$ cat src/design/nsd_pkg.sv
`timescale 1ns / 1ps
// ----------------------------------------------------------------------------
// nsd_pkg
// Shared types and constants for the per-channel energy seizure detector.
// ----------------------------------------------------------------------------
package nsd_pkg;

  localparam int unsigned NUM_CHANNELS_DEF = 64;
  localparam int unsigned MAX_CHANNELS     = 64;   // reach of the channel field

  localparam int unsigned CODE_W  = 16;
  localparam int unsigned CHAN_W  = 6;
  localparam int unsigned IDX_W   = 48;
  localparam int unsigned THR_W   = 32;
  localparam int unsigned TMO_W   = 16;
  localparam int unsigned ONS_W   = 8;
  localparam int unsigned FILL_W  = 2;
  localparam int unsigned CFG_IDX_W  = 2;
  localparam int unsigned CFG_DATA_W = 32;

  localparam logic [FILL_W-1:0] NEEDED_CODES = 2'd3;

  localparam logic [THR_W-1:0] THR_RESET = 32'd1000000;
  localparam logic [TMO_W-1:0] TMO_RESET = 16'd1000;
  localparam logic [ONS_W-1:0] ONS_RESET = 8'd3;

  // configuration register indices
  localparam logic [CFG_IDX_W-1:0] CFG_THRESHOLD = 2'd0;
  localparam logic [CFG_IDX_W-1:0] CFG_TIMEOUT   = 2'd1;
  localparam logic [CFG_IDX_W-1:0] CFG_ONSET     = 2'd2;

  // event kinds
  localparam logic KIND_START = 1'b0;
  localparam logic KIND_END   = 1'b1;

  typedef struct packed {
    logic [CODE_W-1:0] older;
    logic [CODE_W-1:0] newer;
    logic [FILL_W-1:0] fill;
    logic              seizure;
    logic [ONS_W-1:0]  hit_run;
    logic [TMO_W-1:0]  miss_run;
  } chan_state_t;

  localparam int unsigned STATE_W = $bits(chan_state_t);

  typedef struct packed {
    logic             valid;
    logic             kind;
    logic [IDX_W-1:0] sample;
  } event_t;

endpackage

$ cat src/design/nsd_ram.sv
`timescale 1ns / 1ps
// ----------------------------------------------------------------------------
// nsd_ram
// Generic single-write, single-read RAM with registered read data.
// ----------------------------------------------------------------------------
module nsd_ram #(
  parameter int unsigned WIDTH = 8,
  parameter int unsigned DEPTH = 64,
  localparam int unsigned AW = (DEPTH > 1) ? $clog2(DEPTH) : 1
) (
  input  logic             clk_i,
  input  logic             we_i,
  input  logic [AW-1:0]    waddr_i,
  input  logic [WIDTH-1:0] wdata_i,
  input  logic             re_i,
  input  logic [AW-1:0]    raddr_i,
  output logic [WIDTH-1:0] rdata_o
);

  logic [WIDTH-1:0] mem [DEPTH];
  logic [WIDTH-1:0] rdata_q;

  // a read at the address being written returns the old word
  always_ff @(posedge clk_i) begin
    if (we_i) begin
      mem[waddr_i] <= wdata_i;
    end
    if (re_i) begin
      rdata_q <= mem[raddr_i];
    end
  end

  assign rdata_o = rdata_q;

endmodule

$ cat src/design/nsd_energy.sv
`timescale 1ns / 1ps
// ----------------------------------------------------------------------------
// nsd_energy
// Absolute Teager-Kaiser energy of three codes and threshold compare.
// ----------------------------------------------------------------------------
module nsd_energy
  import nsd_pkg::*;
(
  input  logic [CODE_W-1:0] prev_i,
  input  logic [CODE_W-1:0] cur_i,
  input  logic [CODE_W-1:0] next_i,
  input  logic [THR_W-1:0]  threshold_i,
  output logic              hit_o
);

  logic signed [CODE_W-1:0]   pa, pb, pc;
  logic signed [2*CODE_W-1:0] sq, pr;
  logic signed [2*CODE_W:0]   diff;
  logic        [2*CODE_W:0]   mag;

  // subtracting midscale is a flip of the top bit
  assign pa = {~prev_i[CODE_W-1], prev_i[CODE_W-2:0]};
  assign pb = {~cur_i[CODE_W-1],  cur_i[CODE_W-2:0]};
  assign pc = {~next_i[CODE_W-1], next_i[CODE_W-2:0]};

  assign sq   = pb * pb;
  assign pr   = pa * pc;
  assign diff = (2*CODE_W+1)'(sq) - (2*CODE_W+1)'(pr);
  assign mag  = diff[2*CODE_W] ? (2*CODE_W+1)'(-diff) : (2*CODE_W+1)'(diff);

  assign hit_o = mag > {1'b0, threshold_i};

endmodule

$ cat src/design/nsd_track.sv
`timescale 1ns / 1ps
// ----------------------------------------------------------------------------
// nsd_track
// Per-channel history shift, onset and quiet counters, event generation.
// ----------------------------------------------------------------------------
module nsd_track
  import nsd_pkg::*;
(
  input  chan_state_t       state_i,
  input  logic [CODE_W-1:0] code_i,
  input  logic [IDX_W-1:0]  sample_number_i,
  input  logic              hit_i,
  input  logic [TMO_W-1:0]  timeout_i,
  input  logic [ONS_W-1:0]  onset_i,
  output chan_state_t       state_o,
  output event_t            event_o
);

  logic [ONS_W-1:0]  onset_eff;
  logic [FILL_W-1:0] fill_n;
  logic [ONS_W:0]    hit_inc;
  logic [TMO_W:0]    miss_inc;

  assign onset_eff = (onset_i == '0) ? ONS_W'(1) : onset_i;
  assign fill_n    = (state_i.fill == NEEDED_CODES) ? state_i.fill
                                                    : state_i.fill + FILL_W'(1);
  assign hit_inc   = {1'b0, state_i.hit_run} + (ONS_W+1)'(1);
  assign miss_inc  = {1'b0, state_i.miss_run} + (TMO_W+1)'(1);

  always_comb begin
    state_o        = state_i;
    state_o.older  = state_i.newer;
    state_o.newer  = code_i;
    state_o.fill   = fill_n;
    event_o        = '0;
    event_o.kind   = KIND_START;
    event_o.sample = sample_number_i;
    if (fill_n == NEEDED_CODES) begin
      if (!state_i.seizure) begin
        if (!hit_i) begin
          state_o.hit_run = '0;
        end else begin
          state_o.miss_run = '0;
          if (hit_inc >= {1'b0, onset_eff}) begin
            state_o.hit_run = '0;
            state_o.seizure = 1'b1;
            event_o.valid   = 1'b1;
            event_o.kind    = KIND_START;
            event_o.sample  = sample_number_i
                              - {(IDX_W-ONS_W)'(0), onset_eff - ONS_W'(1)};
          end else begin
            state_o.hit_run = hit_inc[ONS_W-1:0];
          end
        end
      end else begin
        if (hit_i) begin
          state_o.miss_run = '0;
        end else if (miss_inc >= {1'b0, timeout_i}) begin
          state_o.miss_run = '0;
          state_o.seizure  = 1'b0;
          event_o.valid    = 1'b1;
          event_o.kind     = KIND_END;
          event_o.sample   = sample_number_i - {(IDX_W-TMO_W)'(0), timeout_i};
        end else begin
          state_o.miss_run = miss_inc[TMO_W-1:0];
        end
      end
    end
  end

endmodule

$ cat src/design/neo_seizure_detector.sv
`timescale 1ns / 1ps
// ----------------------------------------------------------------------------
// neo_seizure_detector
// Multichannel nonlinear-energy seizure onset and end detector.
// ----------------------------------------------------------------------------
// Pipeline: stage 1 registers each beat and its state read, the output its
// event. Throughput: one sample per cycle unless the receiver stalls, set by
// the state RAM read-modify-write, with the just-written word forwarded on a
// repeat. Reset: asynchronous; per-channel valid flops, counters and
// configuration return to their defaults at once, no clearing pass is needed.
// ----------------------------------------------------------------------------
module neo_seizure_detector
  import nsd_pkg::*;
#(
  parameter int unsigned NUM_CHANNELS = NUM_CHANNELS_DEF
) (
  input  logic                  clk_i,
  input  logic                  rst_ni,
  input  logic                  in_valid_i,
  output logic                  in_ready_o,
  input  logic [CODE_W-1:0]     adc_sample_i,
  input  logic [CHAN_W-1:0]     channel_i,
  input  logic [IDX_W-1:0]      sample_number_i,
  output logic                  out_valid_o,
  input  logic                  out_ready_i,
  output logic                  event_kind_o,
  output logic [CHAN_W-1:0]     event_channel_o,
  output logic [IDX_W-1:0]      event_sample_o,
  input  logic                  cfg_we_i,
  input  logic [CFG_IDX_W-1:0]  cfg_index_i,
  input  logic [CFG_DATA_W-1:0] cfg_data_i
);

  localparam int unsigned DEPTH = (NUM_CHANNELS < MAX_CHANNELS) ? NUM_CHANNELS
                                                                : MAX_CHANNELS;
  localparam int unsigned AW = (DEPTH > 1) ? $clog2(DEPTH) : 1;

  // configuration
  logic [THR_W-1:0] thr_q;
  logic [TMO_W-1:0] tmo_q;
  logic [ONS_W-1:0] ons_q;

  always_ff @(posedge clk_i or negedge rst_ni) begin
    if (!rst_ni) begin
      thr_q <= THR_RESET;
      tmo_q <= TMO_RESET;
      ons_q <= ONS_RESET;
    end else if (cfg_we_i) begin
      unique case (cfg_index_i)
        CFG_THRESHOLD: thr_q <= cfg_data_i[THR_W-1:0];
        CFG_TIMEOUT:   tmo_q <= cfg_data_i[TMO_W-1:0];
        CFG_ONSET:     ons_q <= cfg_data_i[ONS_W-1:0];
        default: ;
      endcase
    end
  end

  // handshake
  logic s1_valid_q, s1_valid_d;
  logic s1_adv, in_fire, in_range;
  logic out_valid_q, out_valid_d;

  assign s1_adv     = !out_valid_q || out_ready_i;
  assign in_ready_o = !s1_valid_q || s1_adv;
  assign in_fire    = in_valid_i && in_ready_o;
  assign in_range   = 32'(channel_i) < NUM_CHANNELS;

  // stage 1 payload
  logic [CODE_W-1:0] code_q;
  logic [CHAN_W-1:0] chan_q;
  logic [IDX_W-1:0]  idx_q;
  logic [AW-1:0]     rd_addr, s1_addr;

  assign rd_addr = channel_i[AW-1:0];
  assign s1_addr = chan_q[AW-1:0];

  // channel state store and forwarding
  logic [DEPTH-1:0]   vld_q;
  logic               rd_vld_q;
  logic               fwd_q;
  chan_state_t        fwd_st_q;
  logic [STATE_W-1:0] rdata;
  chan_state_t        ram_st, cur_st, nxt_st;
  event_t             evt;
  logic               we, hit;

  assign we = s1_valid_q && s1_adv;

  nsd_ram #(
    .WIDTH (STATE_W),
    .DEPTH (DEPTH)
  ) u_state_ram (
    .clk_i   (clk_i),
    .we_i    (we),
    .waddr_i (s1_addr),
    .wdata_i (nxt_st),
    .re_i    (in_fire),
    .raddr_i (rd_addr),
    .rdata_o (rdata)
  );

  always_comb begin
    ram_st = chan_state_t'(rdata);
    if (fwd_q) begin
      cur_st = fwd_st_q;
    end else if (rd_vld_q) begin
      cur_st = ram_st;
    end else begin
      // never written: counters and mode at reset, samples unused
      cur_st       = '0;
      cur_st.older = ram_st.older;
      cur_st.newer = ram_st.newer;
    end
  end

  nsd_energy u_energy (
    .prev_i      (cur_st.older),
    .cur_i       (cur_st.newer),
    .next_i      (code_q),
    .threshold_i (thr_q),
    .hit_o       (hit)
  );

  nsd_track u_track (
    .state_i         (cur_st),
    .code_i          (code_q),
    .sample_number_i (idx_q),
    .hit_i           (hit),
    .timeout_i       (tmo_q),
    .onset_i         (ons_q),
    .state_o         (nxt_st),
    .event_o         (evt)
  );

  always_comb begin
    s1_valid_d = s1_valid_q;
    if (in_fire) begin
      s1_valid_d = in_range;
    end else if (s1_adv) begin
      s1_valid_d = 1'b0;
    end
    out_valid_d = out_valid_q;
    if (s1_adv) begin
      out_valid_d = s1_valid_q && evt.valid;
    end
  end

  always_ff @(posedge clk_i or negedge rst_ni) begin
    if (!rst_ni) begin
      s1_valid_q  <= 1'b0;
      out_valid_q <= 1'b0;
      vld_q       <= '0;
      rd_vld_q    <= 1'b0;
      fwd_q       <= 1'b0;
    end else begin
      s1_valid_q  <= s1_valid_d;
      out_valid_q <= out_valid_d;
      if (we) begin
        vld_q[s1_addr] <= 1'b1;
      end
      if (in_fire) begin
        rd_vld_q <= vld_q[rd_addr];
        // same channel back to back: the RAM still holds the older word
        fwd_q    <= we && (s1_addr == rd_addr);
      end
    end
  end

  logic              ev_kind_q;
  logic [CHAN_W-1:0] ev_chan_q;
  logic [IDX_W-1:0]  ev_sample_q;

  always_ff @(posedge clk_i) begin
    if (in_fire) begin
      code_q   <= adc_sample_i;
      chan_q   <= channel_i;
      idx_q    <= sample_number_i;
      fwd_st_q <= nxt_st;
    end
    if (s1_adv) begin
      ev_kind_q   <= evt.kind;
      ev_chan_q   <= chan_q;
      ev_sample_q <= evt.sample;
    end
  end

  assign out_valid_o     = out_valid_q;
  assign event_kind_o    = ev_kind_q;
  assign event_channel_o = ev_chan_q;
  assign event_sample_o  = ev_sample_q;

endmodule

$ cat config.mk
export PLATFORM = sky130hd
export DESIGN_NAME = neo_seizure_detector
export DESIGN_NICKNAME = d
export VERILOG_FILES = /design/src/design/nsd_pkg.sv /design/src/design/nsd_ram.sv /design/src/design/nsd_energy.sv /design/src/design/nsd_track.sv /design/src/design/neo_seizure_detector.sv
export SDC_FILE = /design/constraint.sdc
export NUM_CORES = 2
export LEC_CHECK = 0
export BUFFER_PORTS_ARGS = -buffer_cell sky130_fd_sc_hd__buf_2
export CORE_MARGIN = 5
export CORE_UTILIZATION = 60
export CTS_CLUSTER_DIAMETER = 200
export DETAILED_ROUTE_END_ITERATION = 7
export MAX_ROUTING_LAYER = met4
export PLACE_DENSITY = 0.76
export SLEW_MARGIN = 20
export SYNTH_ARGS = -nofsm -noshare
export SYNTH_HDL_FRONTEND = slang
export SYNTH_HIERARCHICAL = 1
export SYNTH_SLANG_ARGS = --single-unit
export TNS_END_PERCENT = 100
$ cat constraint.sdc
create_clock -name clk_i -period 17.66 [get_ports clk_i]
set_input_delay 2.649 -clock clk_i [delete_from_list [all_inputs] [get_ports clk_i]]
set_output_delay 2.649 -clock clk_i [all_outputs]
set_load 0.01 [all_outputs]
==> impl_summary.md <==
Outcome
The flow ran to the end, and the final reports show no timing, DRC or antenna violations.

Critical path
The startpoint of the most critical register-to-register path is fwd_q$_DFFE_PN0P_. The setup slack of the worst register-to-register path is 3070 ps. The worst register-to-register path ends at u_state_ram/mem[10][14]$_DFFE_PP_. The count of buffer and inverter cells on the critical path is 9.

The highest-delay cell along the critical path is sky130_fd_sc_hd__a22o_2. STA classifies the critical path startpoint as a register. The number of cells on the critical path is 41.

Broken down by cell family, the worst path's largest delay share belongs to adder cells. STA classifies the critical path endpoint as a register. For the worst flop-to-flop path, the logic depth is 41. The data arrival time of the critical path is 15160 ps. Among the stages of the critical path, the cell type that occurs most often is sky130_fd_sc_hd__fa_1. The top fanout value on the critical path is 86. The category of the critical setup timing path is reg -> reg. The largest single stage delay on the critical path is 990 ps. STA puts the critical path data required time at 18230 ps.

GRT
The maximum number of pins on one net before global-route repair is 120. The initial antenna violation count is 21. For this run, the total global-route usage over all layers was measured as 33.9%. The global-route wire length before repair is 739000 microns. The via count of the first global-routing pass is 101000. Global routing finished with a remaining overflow of 0.

Clock network
CTS saw 4143 sinks. The tree is rooted in a sky130_fd_sc_hd__clkbuf_16. The count of cells resized by post-cts repair is 0.

After clock tree synthesis, the clock-pin slew on the worst setup and hold paths is 70 ps. The clock latency at the later pin of the worst-skew pair is 990 ps. In this run, post-CTS hold repair placed 0 buffers. In this run the post-CTS setup repair buffer count came out at 0. The level count of the clock H-tree is 5. In this run, CTS created clock tree buffers numbering 399. The TritonCTS clock tree is built. The clock passes through at most 4 buffers.

Routing
Dividing the detail-routed wire length by the instance count gives 35.8 microns. The final layout contains routed wiring with a total length of 515000 microns. In the routed design, unresolved DRC markers number 0.

In this run the remaining antenna-violating nets after routing total 0. The first routing iteration left 15300 violations. The first-pass detailed-route iteration total is 7.

The vias after detailed routing is 99400. Using the TritonRoute via totals, the vias-per-cell ratio works out to 6.91.

Cells and area
After routing the design area is 201000 sq um. From synthesis to final layout, the design area changed by 10.7%. The post-layout net count is 11000. The final cell count without fillers is 14400. The fraction of final layout cells with drive strength greater than 1 is 21.5%.

STA
The final total negative setup slack is 0 ps. The fmax is 68.5 MHz. The minimum period implied by the final worst setup slack is 14590 ps.

The number of pins exceeding their max-slew limit in the final report was 0. The final-layout worst hold slack is 454 ps. The transition time of the tightest slew-check pin is 1230 ps.

The total setup violations reported at the end of the flow is 0. Setup repair after global routing left no endpoint under its margin. The count of final hold-check violations is 0.

Measured against its own limit, the worst slew margin works out to 17.8%. The final critical path takes up 82.6% of the cycle. The final worst clock skew is 91.6 ps.

Placed design
The standard cell area after detailed placement is 189000 sq um. Once detailed placement completed, the half-perimeter wirelength came to 293000 microns. Including well taps, the total number of placed cells is 13600.

At the end of routability-driven placement, the weighted congestion stood at 0.935. The number of buffer cells added on primary ports is 165.

Floorplanning
After floorplanning, the core was sized to cover 303000 sq um. From left edge to right edge, the die measures 561 microns. In this run the count of I/O pins placed on the die edge is 166. The height of the chip is 561 microns. The die covers 315000 sq um. The initial utilization of the core area, before any placement, comes to 60.2%.

The floorplan has 202 rows.

Logic synthesis
The post-synthesis instance area is 182000 sq um. The most used flip-flop cell after synthesis is sky130_fd_sc_hd__edfxtp_1. Synthesis handed over a netlist of 9720 instances. By area the synthesized netlist is led by sky130_fd_sc_hd__edfxtp_1, sky130_fd_sc_hd__mux4_2, sky130_fd_sc_hd__fa_1. Dividing the synthesized area by the synthesized cell count gives 18.7 sq um. In this run, synthesis produced a sequential element count of 4143. The total nets after synthesis is 10600.

The number of distinct library cells after synthesis is 98. The sequential cell area fraction in the yosys report is 68.0%. After synthesis, the share of flip-flops with an asynchronous set or reset is 2.99%. Of all cell types, the one taking the most synthesized area is sky130_fd_sc_hd__edfxtp_1. In the post-synthesis netlist, the cell with the most instances is sky130_fd_sc_hd__edfxtp_1. The count of synthesis-stage warnings from yosys is 6.

The commonest cells after synthesis are sky130_fd_sc_hd__edfxtp_1, sky130_fd_sc_hd__mux4_2, sky130_fd_sc_hd__inv_1, sky130_fd_sc_hd__fa_1, sky130_fd_sc_hd__nor2_1. In this run the biggest area consumer among cell types represents 66.3% of the synthesized area. The count of flip-flops with a built-in enable after synthesis is 4019.

Worst hold path
The hold path endpoint is vld_q[16]$_DFFE_PN0P_. In this run the most critical hold path is launched from vld_q[16]$_DFFE_PN0P_. Along the worst hold path, the cell count comes to 1. The worst min-delay path class is reg -> reg.

Job
The total of max-cap violations is 0.
[kinds of logic after synthesis]
logic type,synth area share [%]
DFF,68.0
AOI/OAI and AO/OA,3.23
adders and majority gates,7.91
buffers and inverters,2.91
and+or+nand+nor,3.19
xor gates and xnor gates,0.789
muxes,14.0
[per-stage QoR]
step           util, %  worst slack (ps)
2_1_floorplan        -              3590
3_3_place_gp      62.3              3380
3_5_place_dp      62.3              3240
4_1_cts           66.6              3110
5_1_grt           66.6              2320
6_report          66.6              3070
[per-layer routing]
layer  track usage [%]  up-vias  share of wire, %
met5                 -        -                 0
met4              13.3        0               4.8
met3              8.39     1419                14
met2              51.1     7939                47
met1              45.4    51500                35
li1                  -    38500                 -
[layout make-up]
class                      instances  area (sq um)
sequential                      4143        124000
fill                           18700        101000
multi-input combinational       4302         53800
clock buffer                     474         10300
tap                             3978          4980
timing repair buffer             435          3040
inverter                         785          2950
clock inverter                   254          2590
antenna                           16          40.0
[cells in the final DEF (no fill, tap or decap), types with 34 or more instances in the layout]
cell type	n
sky130_fd_sc_hd__clkinv_1	102
sky130_fd_sc_hd__edfxtp_1	4019
sky130_fd_sc_hd__inv_1	781
sky130_fd_sc_hd__buf_4	262
sky130_fd_sc_hd__o21ai_0	53
sky130_fd_sc_hd__clkbuf_16	399
sky130_fd_sc_hd__o21bai_1	47
sky130_fd_sc_hd__nand4_1	37
sky130_fd_sc_hd__bufinv_16	34
sky130_fd_sc_hd__o22ai_1	148
sky130_fd_sc_hd__nor2_4	63
sky130_fd_sc_hd__buf_2	159
sky130_fd_sc_hd__mux2i_1	269
sky130_fd_sc_hd__fa_1	561
sky130_fd_sc_hd__a221oi_1	40
sky130_fd_sc_hd__xor2_1	61
sky130_fd_sc_hd__a21o_1	44
sky130_fd_sc_hd__nand3_1	47
sky130_fd_sc_hd__dfrtp_1	108
sky130_fd_sc_hd__mux2_2	96
sky130_fd_sc_hd__a21oi_1	170
sky130_fd_sc_hd__xnor2_1	102
sky130_fd_sc_hd__clkbuf_1	74
sky130_fd_sc_hd__mux4_2	956
sky130_fd_sc_hd__clkinv_2	77
sky130_fd_sc_hd__o221ai_1	51
sky130_fd_sc_hd__ha_1	253
sky130_fd_sc_hd__a211oi_1	40
sky130_fd_sc_hd__nor2b_1	48
sky130_fd_sc_hd__a22o_1	62
sky130_fd_sc_hd__nand2_1	306
sky130_fd_sc_hd__nor2_1	279
sky130_fd_sc_hd__nor3_1	41
sky130_fd_sc_hd__nand2b_1	38
sky130_fd_sc_hd__and2_1	155
[worst max path at each step]
stage	start	end	slack, ps
2_1_floorplan	fwd_q$_DFFE_PN0P_	fwd_st_q[21]$_DFFE_PP_	3590
3_3_place_gp	fwd_q$_DFFE_PN0P_	u_state_ram/mem[20][0]$_DFFE_PP_	3380
3_5_place_dp	fwd_q$_DFFE_PN0P_	u_state_ram/mem[24][0]$_DFFE_PP_	3240
4_1_cts	fwd_q$_DFFE_PN0P_	u_state_ram/mem[41][0]$_DFFE_PP_	3110
5_1_grt	fwd_q$_DFFE_PN0P_	event_sample_o[35]$_DFFE_PP_	2320
6_report	fwd_q$_DFFE_PN0P_	u_state_ram/mem[10][14]$_DFFE_PP_	3070
[registers in the layout (all words and copies together) (netlist names)]
register	count
tmo_q	16
event_sample_o	48
event_channel_o	6
u_state_ram/mem	3776
code_q	16
s1_valid_q	1
thr_q	32
rd_vld_q	1
chan_q	6
out_valid_o	1
u_state_ram/rdata_o	59
vld_q	64
event_kind_o	1
fwd_st_q	59
idx_q	48
fwd_q	1
ons_q	8
Power is left out: the tool's default activity adds up to more than one toggle a clock period on the data nets, which glitch-free logic cannot reach.
